## src/sv/gate_step_sequencer_macros.svh

```systemverilog
// Assertion macros for the gate step sequencer.
`ifndef GATE_STEP_SEQUENCER_MACROS_SVH
`define GATE_STEP_SEQUENCER_MACROS_SVH

`ifndef ASSERT_OFF

// Clocked property with async active-low reset disable.
`define GSS_ASSERT(label, clk, rst_n, prop, msg) \
    label: assert property (@(posedge clk) disable iff (!rst_n) (prop)) else $error(msg);

// Overlapped implication form.
`define GSS_ASSERT_IMPLY(label, clk, rst_n, ante, cons, msg) \
    label: assert property (@(posedge clk) disable iff (!rst_n) (ante) |-> (cons)) \
        else $error(msg);

// Next-cycle implication form.
`define GSS_ASSERT_NEXT(label, clk, rst_n, ante, cons, msg) \
    label: assert property (@(posedge clk) disable iff (!rst_n) (ante) |=> (cons)) \
        else $error(msg);

`else

`define GSS_ASSERT(label, clk, rst_n, prop, msg)
`define GSS_ASSERT_IMPLY(label, clk, rst_n, ante, cons, msg)
`define GSS_ASSERT_NEXT(label, clk, rst_n, ante, cons, msg)

`endif

`endif

```

## src/sv/gss_pkg.sv

```systemverilog
// Shared types and constants for the gate step sequencer.
package gss_pkg;

    localparam int NUM_STEPS = 16;
    localparam int LAST_W    = 4;
    localparam int MAX_LAST  = (NUM_STEPS - 1 > 15) ? 15 : NUM_STEPS - 1;

    localparam int ADDR_W = 5;
    localparam int DATA_W = 32;

    typedef enum logic [2:0] {
        REG_LAST_STEP  = 3'd0,
        REG_PLAY_MODE  = 3'd1,
        REG_CV_MODE    = 3'd2,
        REG_STEP_GATES = 3'd3,
        REG_TRIG_TICKS = 3'd4,
        REG_EOC_TICKS  = 3'd5
    } reg_idx_t;

    localparam logic [1:0] PLAY_FWD = 2'd0;
    localparam logic [1:0] PLAY_REV = 2'd1;

    localparam logic [LAST_W-1:0] RST_LAST_STEP  = 4'd15;
    localparam logic [1:0]        RST_PLAY_MODE  = PLAY_FWD;
    localparam logic              RST_CV_MODE    = 1'b0;
    localparam logic [15:0]       RST_STEP_GATES = 16'h0000;
    localparam logic [15:0]       RST_TRIG_TICKS = 16'd9;
    localparam logic [15:0]       RST_EOC_TICKS  = 16'd22;

    localparam logic [15:0] LFSR_SEED = 16'hACE1;
    localparam logic [15:0] LFSR_MASK = 16'hB400;

    typedef struct packed {
        logic [LAST_W-1:0] last_step;
        logic [1:0]        play_mode;
        logic              cv_mode;
        logic [15:0]       step_gates;
        logic [15:0]       trig_ticks;
        logic [15:0]       eoc_ticks;
    } cfg_t;

    typedef struct packed {
        logic              cv_zero;
        logic              cv_load;
        logic              step_valid;
        logic [LAST_W-1:0] step_index;
        logic              eoc_out;
        logic              trig_out;
        logic              gate_out;
    } res_t;

endpackage

```

## src/sv/gss_apb_regs.sv

```systemverilog
// APB configuration register file for the gate step sequencer.
module gss_apb_regs
(
    input  logic                        clk,
    input  logic                        rst_n,
    input  logic                        psel,
    input  logic                        penable,
    input  logic                        pwrite,
    input  logic [gss_pkg::ADDR_W-1:0]  paddr,
    input  logic [gss_pkg::DATA_W-1:0]  pwdata,
    output logic [gss_pkg::DATA_W-1:0]  prdata,
    output logic                        pready,
    output gss_pkg::cfg_t               cfg
);

    gss_pkg::cfg_t cfg_reg;
    gss_pkg::cfg_t cfg_next;
    logic          wr_en;
    logic [2:0]    idx;

    assign pready = 1'b1;
    assign wr_en  = psel && penable && pwrite;
    assign idx    = paddr[4:2];
    assign cfg    = cfg_reg;

    always_comb
    begin
        cfg_next = cfg_reg;
        if (wr_en)
        begin
            unique case (idx)
                gss_pkg::REG_LAST_STEP:  cfg_next.last_step  = pwdata[3:0];
                gss_pkg::REG_PLAY_MODE:  cfg_next.play_mode  = pwdata[1:0];
                gss_pkg::REG_CV_MODE:    cfg_next.cv_mode    = pwdata[0];
                gss_pkg::REG_STEP_GATES: cfg_next.step_gates = pwdata[15:0];
                gss_pkg::REG_TRIG_TICKS: cfg_next.trig_ticks = pwdata[15:0];
                gss_pkg::REG_EOC_TICKS:  cfg_next.eoc_ticks  = pwdata[15:0];
                default:                 cfg_next = cfg_reg;
            endcase
        end
    end

    always_ff @(posedge clk or negedge rst_n)
    begin
        if (!rst_n)
        begin
            cfg_reg.last_step  <= gss_pkg::RST_LAST_STEP;
            cfg_reg.play_mode  <= gss_pkg::RST_PLAY_MODE;
            cfg_reg.cv_mode    <= gss_pkg::RST_CV_MODE;
            cfg_reg.step_gates <= gss_pkg::RST_STEP_GATES;
            cfg_reg.trig_ticks <= gss_pkg::RST_TRIG_TICKS;
            cfg_reg.eoc_ticks  <= gss_pkg::RST_EOC_TICKS;
        end
        else
        begin
            cfg_reg <= cfg_next;
        end
    end

    always_comb
    begin
        unique case (idx)
            gss_pkg::REG_LAST_STEP:  prdata = {28'd0, cfg_reg.last_step};
            gss_pkg::REG_PLAY_MODE:  prdata = {30'd0, cfg_reg.play_mode};
            gss_pkg::REG_CV_MODE:    prdata = {31'd0, cfg_reg.cv_mode};
            gss_pkg::REG_STEP_GATES: prdata = {16'd0, cfg_reg.step_gates};
            gss_pkg::REG_TRIG_TICKS: prdata = {16'd0, cfg_reg.trig_ticks};
            gss_pkg::REG_EOC_TICKS:  prdata = {16'd0, cfg_reg.eoc_ticks};
            default:                 prdata = '0;
        endcase
    end

endmodule

```

## src/sv/gss_step_core.sv

```systemverilog
// Step state and per-tick next-state logic of the gate step sequencer.
module gss_step_core
(
    input  logic          clk,
    input  logic          rst_n,
    input  logic          step_en,
    input  logic          clock_level,
    input  logic          reset_level,
    input  logic          reset_button,
    input  gss_pkg::cfg_t cfg,
    output gss_pkg::res_t res
);

    logic                       clock_prev_reg, clock_prev_next;
    logic                       reset_prev_reg, reset_prev_next;
    logic                       pos_valid_reg,  pos_valid_next;
    logic [gss_pkg::LAST_W-1:0] pos_reg,        pos_next;
    logic                       gate_reg,       gate_next;
    logic [15:0]                trig_left_reg,  trig_left_next;
    logic [15:0]                eoc_left_reg,   eoc_left_next;
    logic [15:0]                lfsr_reg,       lfsr_next;

    logic                       rst_lvl;
    logic                       rst_edge;
    logic                       clk_edge;
    logic [gss_pkg::LAST_W-1:0] eff_last;
    logic                       pv_a;
    logic                       wrap;
    logic [15:0]                lfsr_adv;
    logic [20:0]                rand_prod;
    logic                       gbit;
    logic                       load;
    logic                       zero;
    logic [15:0]                trig_cur;
    logic [15:0]                eoc_cur;

    assign rst_lvl  = reset_level | reset_button;
    assign rst_edge = rst_lvl & ~reset_prev_reg;
    assign clk_edge = clock_level & ~clock_prev_reg;

    assign eff_last = (cfg.last_step > gss_pkg::LAST_W'(gss_pkg::MAX_LAST)) ?
                      gss_pkg::LAST_W'(gss_pkg::MAX_LAST) : cfg.last_step;

    // Galois step, then scale into 0..last
    assign lfsr_adv  = (lfsr_reg >> 1) ^ (lfsr_reg[0] ? gss_pkg::LFSR_MASK : 16'h0000);
    assign rand_prod = 21'(lfsr_adv) * 21'({1'b0, eff_last} + 5'd1);

    always_comb
    begin
        pv_a      = pos_valid_reg & ~rst_edge;
        pos_next  = pos_reg;
        gate_next = rst_edge ? 1'b0 : gate_reg;
        zero      = rst_edge;
        load      = 1'b0;
        wrap      = 1'b0;
        lfsr_next = lfsr_reg;

        if (clk_edge)
        begin
            case (cfg.play_mode)
                gss_pkg::PLAY_FWD:
                begin
                    if (!pv_a)
                        pos_next = '0;
                    else if (pos_reg >= eff_last)
                    begin
                        pos_next = '0;
                        wrap     = 1'b1;
                    end
                    else
                        pos_next = pos_reg + gss_pkg::LAST_W'(1);
                end
                gss_pkg::PLAY_REV:
                begin
                    if (!pv_a || pos_reg == '0)
                    begin
                        pos_next = eff_last;
                        wrap     = 1'b1;
                    end
                    else if (pos_reg > eff_last)
                        pos_next = eff_last;
                    else
                        pos_next = pos_reg - gss_pkg::LAST_W'(1);
                end
                default:
                begin
                    lfsr_next = lfsr_adv;
                    pos_next  = rand_prod[16 +: gss_pkg::LAST_W];
                end
            endcase
        end

        pos_valid_next = pv_a | clk_edge;
        gbit           = cfg.step_gates[pos_next];

        trig_cur = trig_left_reg;
        if (clk_edge)
        begin
            if (gbit)
            begin
                gate_next = 1'b1;
                trig_cur  = cfg.trig_ticks;
                load      = ~cfg.cv_mode;
            end
            else
            begin
                gate_next = 1'b0;
                zero      = 1'b1;
            end
        end
        eoc_cur = wrap ? cfg.eoc_ticks : eoc_left_reg;

        // follow mode reloads every tick on a gated step
        if (cfg.cv_mode && pos_valid_next && gbit)
            load = 1'b1;
        if (load)
            zero = 1'b0;

        trig_left_next  = trig_cur - {15'd0, |trig_cur};
        eoc_left_next   = eoc_cur - {15'd0, |eoc_cur};
        clock_prev_next = clock_level;
        reset_prev_next = rst_lvl;

        res.gate_out   = gate_next;
        res.trig_out   = |trig_cur;
        res.eoc_out    = |eoc_cur;
        res.step_index = pos_valid_next ? pos_next : '0;
        res.step_valid = pos_valid_next;
        res.cv_load    = load;
        res.cv_zero    = zero;
    end

    always_ff @(posedge clk or negedge rst_n)
    begin
        if (!rst_n)
        begin
            clock_prev_reg <= 1'b0;
            reset_prev_reg <= 1'b0;
            pos_valid_reg  <= 1'b0;
            pos_reg        <= '0;
            gate_reg       <= 1'b0;
            trig_left_reg  <= '0;
            eoc_left_reg   <= '0;
            lfsr_reg       <= gss_pkg::LFSR_SEED;
        end
        else if (step_en)
        begin
            clock_prev_reg <= clock_prev_next;
            reset_prev_reg <= reset_prev_next;
            pos_valid_reg  <= pos_valid_next;
            pos_reg        <= pos_next;
            gate_reg       <= gate_next;
            trig_left_reg  <= trig_left_next;
            eoc_left_reg   <= eoc_left_next;
            lfsr_reg       <= lfsr_next;
        end
    end

endmodule

```

## src/sv/gate_step_sequencer.sv

```systemverilog
// Gate step sequencer top level: stream ports, input stage, result register.
//
// One input transaction per sample tick on s_axis (clock_level, reset_level,
// reset_button); one result transaction per input on m_axis (gate, trigger,
// end-of-cycle, step index and valid, CV load/zero strobes for an external
// S&H on the selected channel). Registers are written over the APB port;
// the user must write them only while the stream is idle, which the block
// itself does not enforce; pready is tied high.
// Path: an input transaction is held in the input register until the result
// register frees up; its result is then registered and shown on m_axis.
// Throughput: one transaction per cycle while m_axis_tready stays high, the
// step logic between the two registers being combinational; the step state
// updates in the cycle the input register hands its item on.
// Reset (rst_n low, async): stages empty, no step selected, pulses idle,
// LFSR at its seed, registers at their defaults.
// Receiver stall: the result register holds; the input register keeps one
// more item, then s_axis_tready drops until m_axis_tready returns.
`include "gate_step_sequencer_macros.svh"

module gate_step_sequencer
(
    input  logic                        clk,
    input  logic                        rst_n,
    // APB configuration
    input  logic                        psel,
    input  logic                        penable,
    input  logic                        pwrite,
    input  logic [gss_pkg::ADDR_W-1:0]  paddr,
    input  logic [gss_pkg::DATA_W-1:0]  pwdata,
    output logic [gss_pkg::DATA_W-1:0]  prdata,
    output logic                        pready,
    // input stream
    input  logic                        s_axis_tvalid,
    output logic                        s_axis_tready,
    input  logic [7:0]                  s_axis_tdata,  // clock_level, reset_level, reset_button, 0
    // result stream
    output logic                        m_axis_tvalid,
    input  logic                        m_axis_tready,
    output logic [15:0]                 m_axis_tdata   // gate_out, trig_out, eoc_out,
                                                       // step_index[3:0], step_valid,
                                                       // cv_load, cv_zero, 0
);

    gss_pkg::cfg_t cfg;
    gss_pkg::res_t res;
    gss_pkg::res_t res_reg;

    logic       in_valid_reg, in_valid_next;
    logic [2:0] in_data_reg;
    logic       out_valid_reg, out_valid_next;
    logic       advance;
    logic       in_take;

    // assertion terms
    logic       load_zero_both;
    logic       no_step_out;
    logic       no_step_quiet;
    logic [3:0] in_stage;

    gss_apb_regs u_regs
    (
        .clk     (clk),
        .rst_n   (rst_n),
        .psel    (psel),
        .penable (penable),
        .pwrite  (pwrite),
        .paddr   (paddr),
        .pwdata  (pwdata),
        .prdata  (prdata),
        .pready  (pready),
        .cfg     (cfg)
    );

    // item moves from input register to result register when the latter frees up
    assign advance       = in_valid_reg && (!out_valid_reg || m_axis_tready);
    assign s_axis_tready = !in_valid_reg || advance;
    assign in_take       = s_axis_tvalid && s_axis_tready;

    gss_step_core u_core
    (
        .clk          (clk),
        .rst_n        (rst_n),
        .step_en      (advance),
        .clock_level  (in_data_reg[0]),
        .reset_level  (in_data_reg[1]),
        .reset_button (in_data_reg[2]),
        .cfg          (cfg),
        .res          (res)
    );

    always_comb
    begin
        in_valid_next = in_take ? 1'b1 : (advance ? 1'b0 : in_valid_reg);
        if (advance)
            out_valid_next = 1'b1;
        else if (m_axis_tready)
            out_valid_next = 1'b0;
        else
            out_valid_next = out_valid_reg;
    end

    always_ff @(posedge clk or negedge rst_n)
    begin
        if (!rst_n)
        begin
            in_valid_reg  <= 1'b0;
            out_valid_reg <= 1'b0;
        end
        else
        begin
            in_valid_reg  <= in_valid_next;
            out_valid_reg <= out_valid_next;
        end
    end

    // payload registers, no reset needed
    always_ff @(posedge clk)
    begin
        if (in_take)
            in_data_reg <= s_axis_tdata[2:0];
        if (advance)
            res_reg <= res;
    end

    assign m_axis_tvalid = out_valid_reg;
    assign m_axis_tdata  = {6'd0, res_reg};

    assign load_zero_both = m_axis_tvalid && res_reg.cv_load && res_reg.cv_zero;
    assign no_step_out    = m_axis_tvalid && !res_reg.step_valid;
    assign no_step_quiet  = (res_reg.step_index == 4'd0) && !res_reg.gate_out && !res_reg.cv_load;
    assign in_stage       = {in_valid_reg, in_data_reg};

    `GSS_ASSERT(a_load_zero_excl, clk, rst_n, !load_zero_both, "cv_load with cv_zero")
    `GSS_ASSERT_IMPLY(a_idle_step, clk, rst_n, no_step_out, no_step_quiet, "output with no step")
    `GSS_ASSERT_NEXT(a_in_hold, clk, rst_n, in_valid_reg && !advance, $stable(in_stage), "held lost")
    `GSS_ASSERT_NEXT(a_out_src, clk, rst_n, advance, m_axis_tvalid, "result transaction missing")

endmodule

```

## config.mk

```make
export PLATFORM = sky130hd
export DESIGN_NAME = gate_step_sequencer
export DESIGN_NICKNAME = d
export VERILOG_FILES = /design/src/sv/gss_pkg.sv /design/src/sv/gss_apb_regs.sv /design/src/sv/gss_step_core.sv /design/src/sv/gate_step_sequencer.sv
export VERILOG_INCLUDE_DIRS = /design/src /design/src/sv
export SDC_FILE = /design/constraint.sdc
export NUM_CORES = 1
export LEC_CHECK = 0
export BUFFER_PORTS_ARGS = -buffer_cell sky130_fd_sc_hd__buf_2
export CAP_MARGIN = 0
export CORE_ASPECT_RATIO = 1.2
export CORE_MARGIN = 3
export CORE_UTILIZATION = 65
export CTS_CLUSTER_DIAMETER = 80
export DETAILED_ROUTE_END_ITERATION = 6
export PLACE_DENSITY = 0.85
export SYNTH_ARGS = -nofsm -noshare
export SYNTH_HDL_FRONTEND = slang
export SYNTH_SLANG_ARGS = --single-unit
```

## constraint.sdc

```tcl
create_clock -name clk -period 21.1 [get_ports clk]
set_clock_uncertainty 0.15 [all_clocks]
set_input_delay 4.22 -clock clk [delete_from_list [all_inputs] [get_ports clk]]
set_output_delay 4.22 -clock clk [all_outputs]
set_load 0.02 [all_outputs]
```

==> results.tsv <==
metric	value	unit
path_common_cell	buf_2	
cts.sinks	126	
area_delta_synth_final	9.05	%
ys.flop_type	dfrtp_1	
cpMaxStageDelayCell	nor2_1	
grt_max_degree	63	
critPathBufInv	3	
leakagePower	0.00479	uW
fin_tns_setup	0	ns
synthArstFlopShare	89.7	%
crit_required	16.73	ns
dpl.hpwl	15900	um
fin_area	10400	um^2
largest_reg_flops	55	
cts_resized	0	
ys_ff_latch	126	
relSlewSlack	29.7	%
antenna_cells	0	
tightest_slew	1.05	ns
total_power	967	uW
grt_pass1_wl	38300	um
fmax	93.7	MHz
drtAntennaViolNets	0	
ys_seq_area_share	33.9	%
rsz0062_at_grt	false	
finalCriticalPeriod	10.68	ns
yosysTopAreaCell	dfrtp_1	
antenna_found_initial	0	
synth_edf_count	13	
drv_cap	0	
firstDrtPassIters	5	
synth_cells	1008	
via_count	7712	
drc	0	
vias_per_cell	6.30	
hold_buffers	0	
die_area	16200	um^2
synth_common_cells	96 x dfrtp_1, 86 x nand2_1, 74 x inv_1	
die_h	139	um
layout.nets	1170	
grtUsageTotal	29.6	%
numCtsBuffers	17	
cp.arrival	6.31	ns
die_w	117	um
syn_area_per_cell	9.49	um^2
hp-class	register to register	
worstPathMaxFanout	25	
drive_above_1_share	19.0	%
core_area	14100	um^2
port_buffers	56	
slowest_delay	0.84	ns
fillers	1008	
status	finished clean	
place_area	9840	um^2
ios	103	
drtIter0Drc	755	
ir_drop	71.8	uV
start_util	67.8	%
ys_types	71	
yosysMostFrequentCell	dfrtp_1	
endpoint_kind	output port	
fin_crit_sh	50.6	%
path_cells	buf_2 > inv_1 > nor2_1 > nand2_1 > o21ai_0 > buf_2	
slew_viol_final	0	
syn_area	9570	um^2
wl	23200	um
routedWlPerCell	19.0	um
synth_warnings	0	
setup_violations	0	
clk_pin_slew	0.06	ns
grt_pass1_vias	7782	
synth_top_area_share	25.1	%
wl_met1	8830	um
ctsRootBufferMaster	clkbuf_16	
synth.area.top_cells	dfrtp_1 25%, fa_1 8.4%, mux2_2 8.1%	
num_rows	47	
gp_congestion	0.899	
clkLatencyLatePin	0.42	ns
power_density	92.7	nW/um^2
cts_tree	done	
wl_met2	12200	um
cpLargestDelayFamily	buffers and inverters	
dr_wl_met3	1200	um
crit_type	input pin to output port	
overflow	0	
cts_buffer_depth	2	
htreeDepth	4	
finalHoldViolCount	0	
topRoutingLayerUsed	met4	
critPathLaunchType	input pin	
cts_post_setup_buffers_inserted	0	
[stage by stage]
stage	util [%]	hold slack [ns]	cells	setup slack, ns
finish	73.9	0.335	1225	10.42
global route	73.9	0.383	1225	10.32
CTS	73.9	0.334	1225	10.47
detailed placement	69.7	0.321	1193	10.55
global placement	69.7	0.301	1193	10.56
floorplan	-	0.287	1029	11.25
[cell type report]
class	instances	area (um^2)	area share [%]
Multi-Input combinational cell	758	5760	55.2
Sequential cell	126	3240	31.0
Clock buffer	17	425	4.08
Timing Repair Buffer	64	343	3.29
Inverter	74	278	2.66
Tap cell	171	214	2.05
Clock inverter	15	173	1.65
[worst min-delay path, delay by kind of cell (launching register included)]
family | cells | cell delay (ns)
AOI/OAI and AO/OA | 1 | 0.06
DFF | 1 | 0.34
and+or+nand+nor | 1 | 0.05
[layout by cell type, fill, tap and decap left out, types with 20 or more instances in the layout]
cell type / count
buf_2: 55
mux2_2: 69
fa_1: 40
xnor2_1: 20
ha_1: 37
o21ai_0: 53
a21oi_1: 29
inv_1: 74
nand3_1: 26
mux2i_1: 40
conb_1: 23
nand2_1: 85
nor2_1: 62
and2_1: 39
dfrtp_1: 96
nor3_1: 34
[per-layer routing]
layer	vias to the layer above	GRT usage, %
li1	3542	-
met1	3813	35.7
met2	285	50.1
met3	72	5.72
met4	0	14.3
met5	-	0
[power by group]
part,internal [uW],leakage (uW),switching (uW)
Sequential,304,0.00149,71.9
Combinational,118,0.00301,172
Clock,185,0.000288,116
[final timing paths]
| kind | startpoint | end | slack (ns) | depth (start not counted) |
|---|---|---|---|---|
| setup / recovery | paddr[2] | prdata[12] | 10.42 | 6 |
| hold / removal | u_core.eoc_left_reg[0] | u_core.eoc_left_reg[0] | 0.33 | 2 |
| setup reg to reg | u_regs.cfg[51] | u_core.trig_left_reg[10] | 11.34 | 28 |
| hold reg to reg | u_core.eoc_left_reg[0] | u_core.eoc_left_reg[0] | 0.33 | 2 |
| max in group asynchronous | rst_n | u_core.trig_left_reg[6] | 15.88 | 2 |
| min in group asynchronous | rst_n | u_core.lfsr_reg[12] | 3.66 | 1 |
[kinds of logic (layout without fill, tap and decap cells)]
| kind of cell | count (synthesis) | after routing | synth area share, % |
|---|---|---|---|
| AOI/OAI and AO/OA | 174 | 174 | 12.3 |
| xor gates and xnor gates | 35 | 35 | 3.20 |
| and+or+nand+nor | 339 | 339 | 18.1 |
| buffers and inverters | 145 | 170 | 6.83 |
| other | 2 | 23 | 0.0785 |
| muxes | 110 | 110 | 12.5 |
| DFF | 126 | 126 | 33.9 |
| adders and majority gates | 77 | 77 | 13.2 |
(Power assumes the default switching activity.)
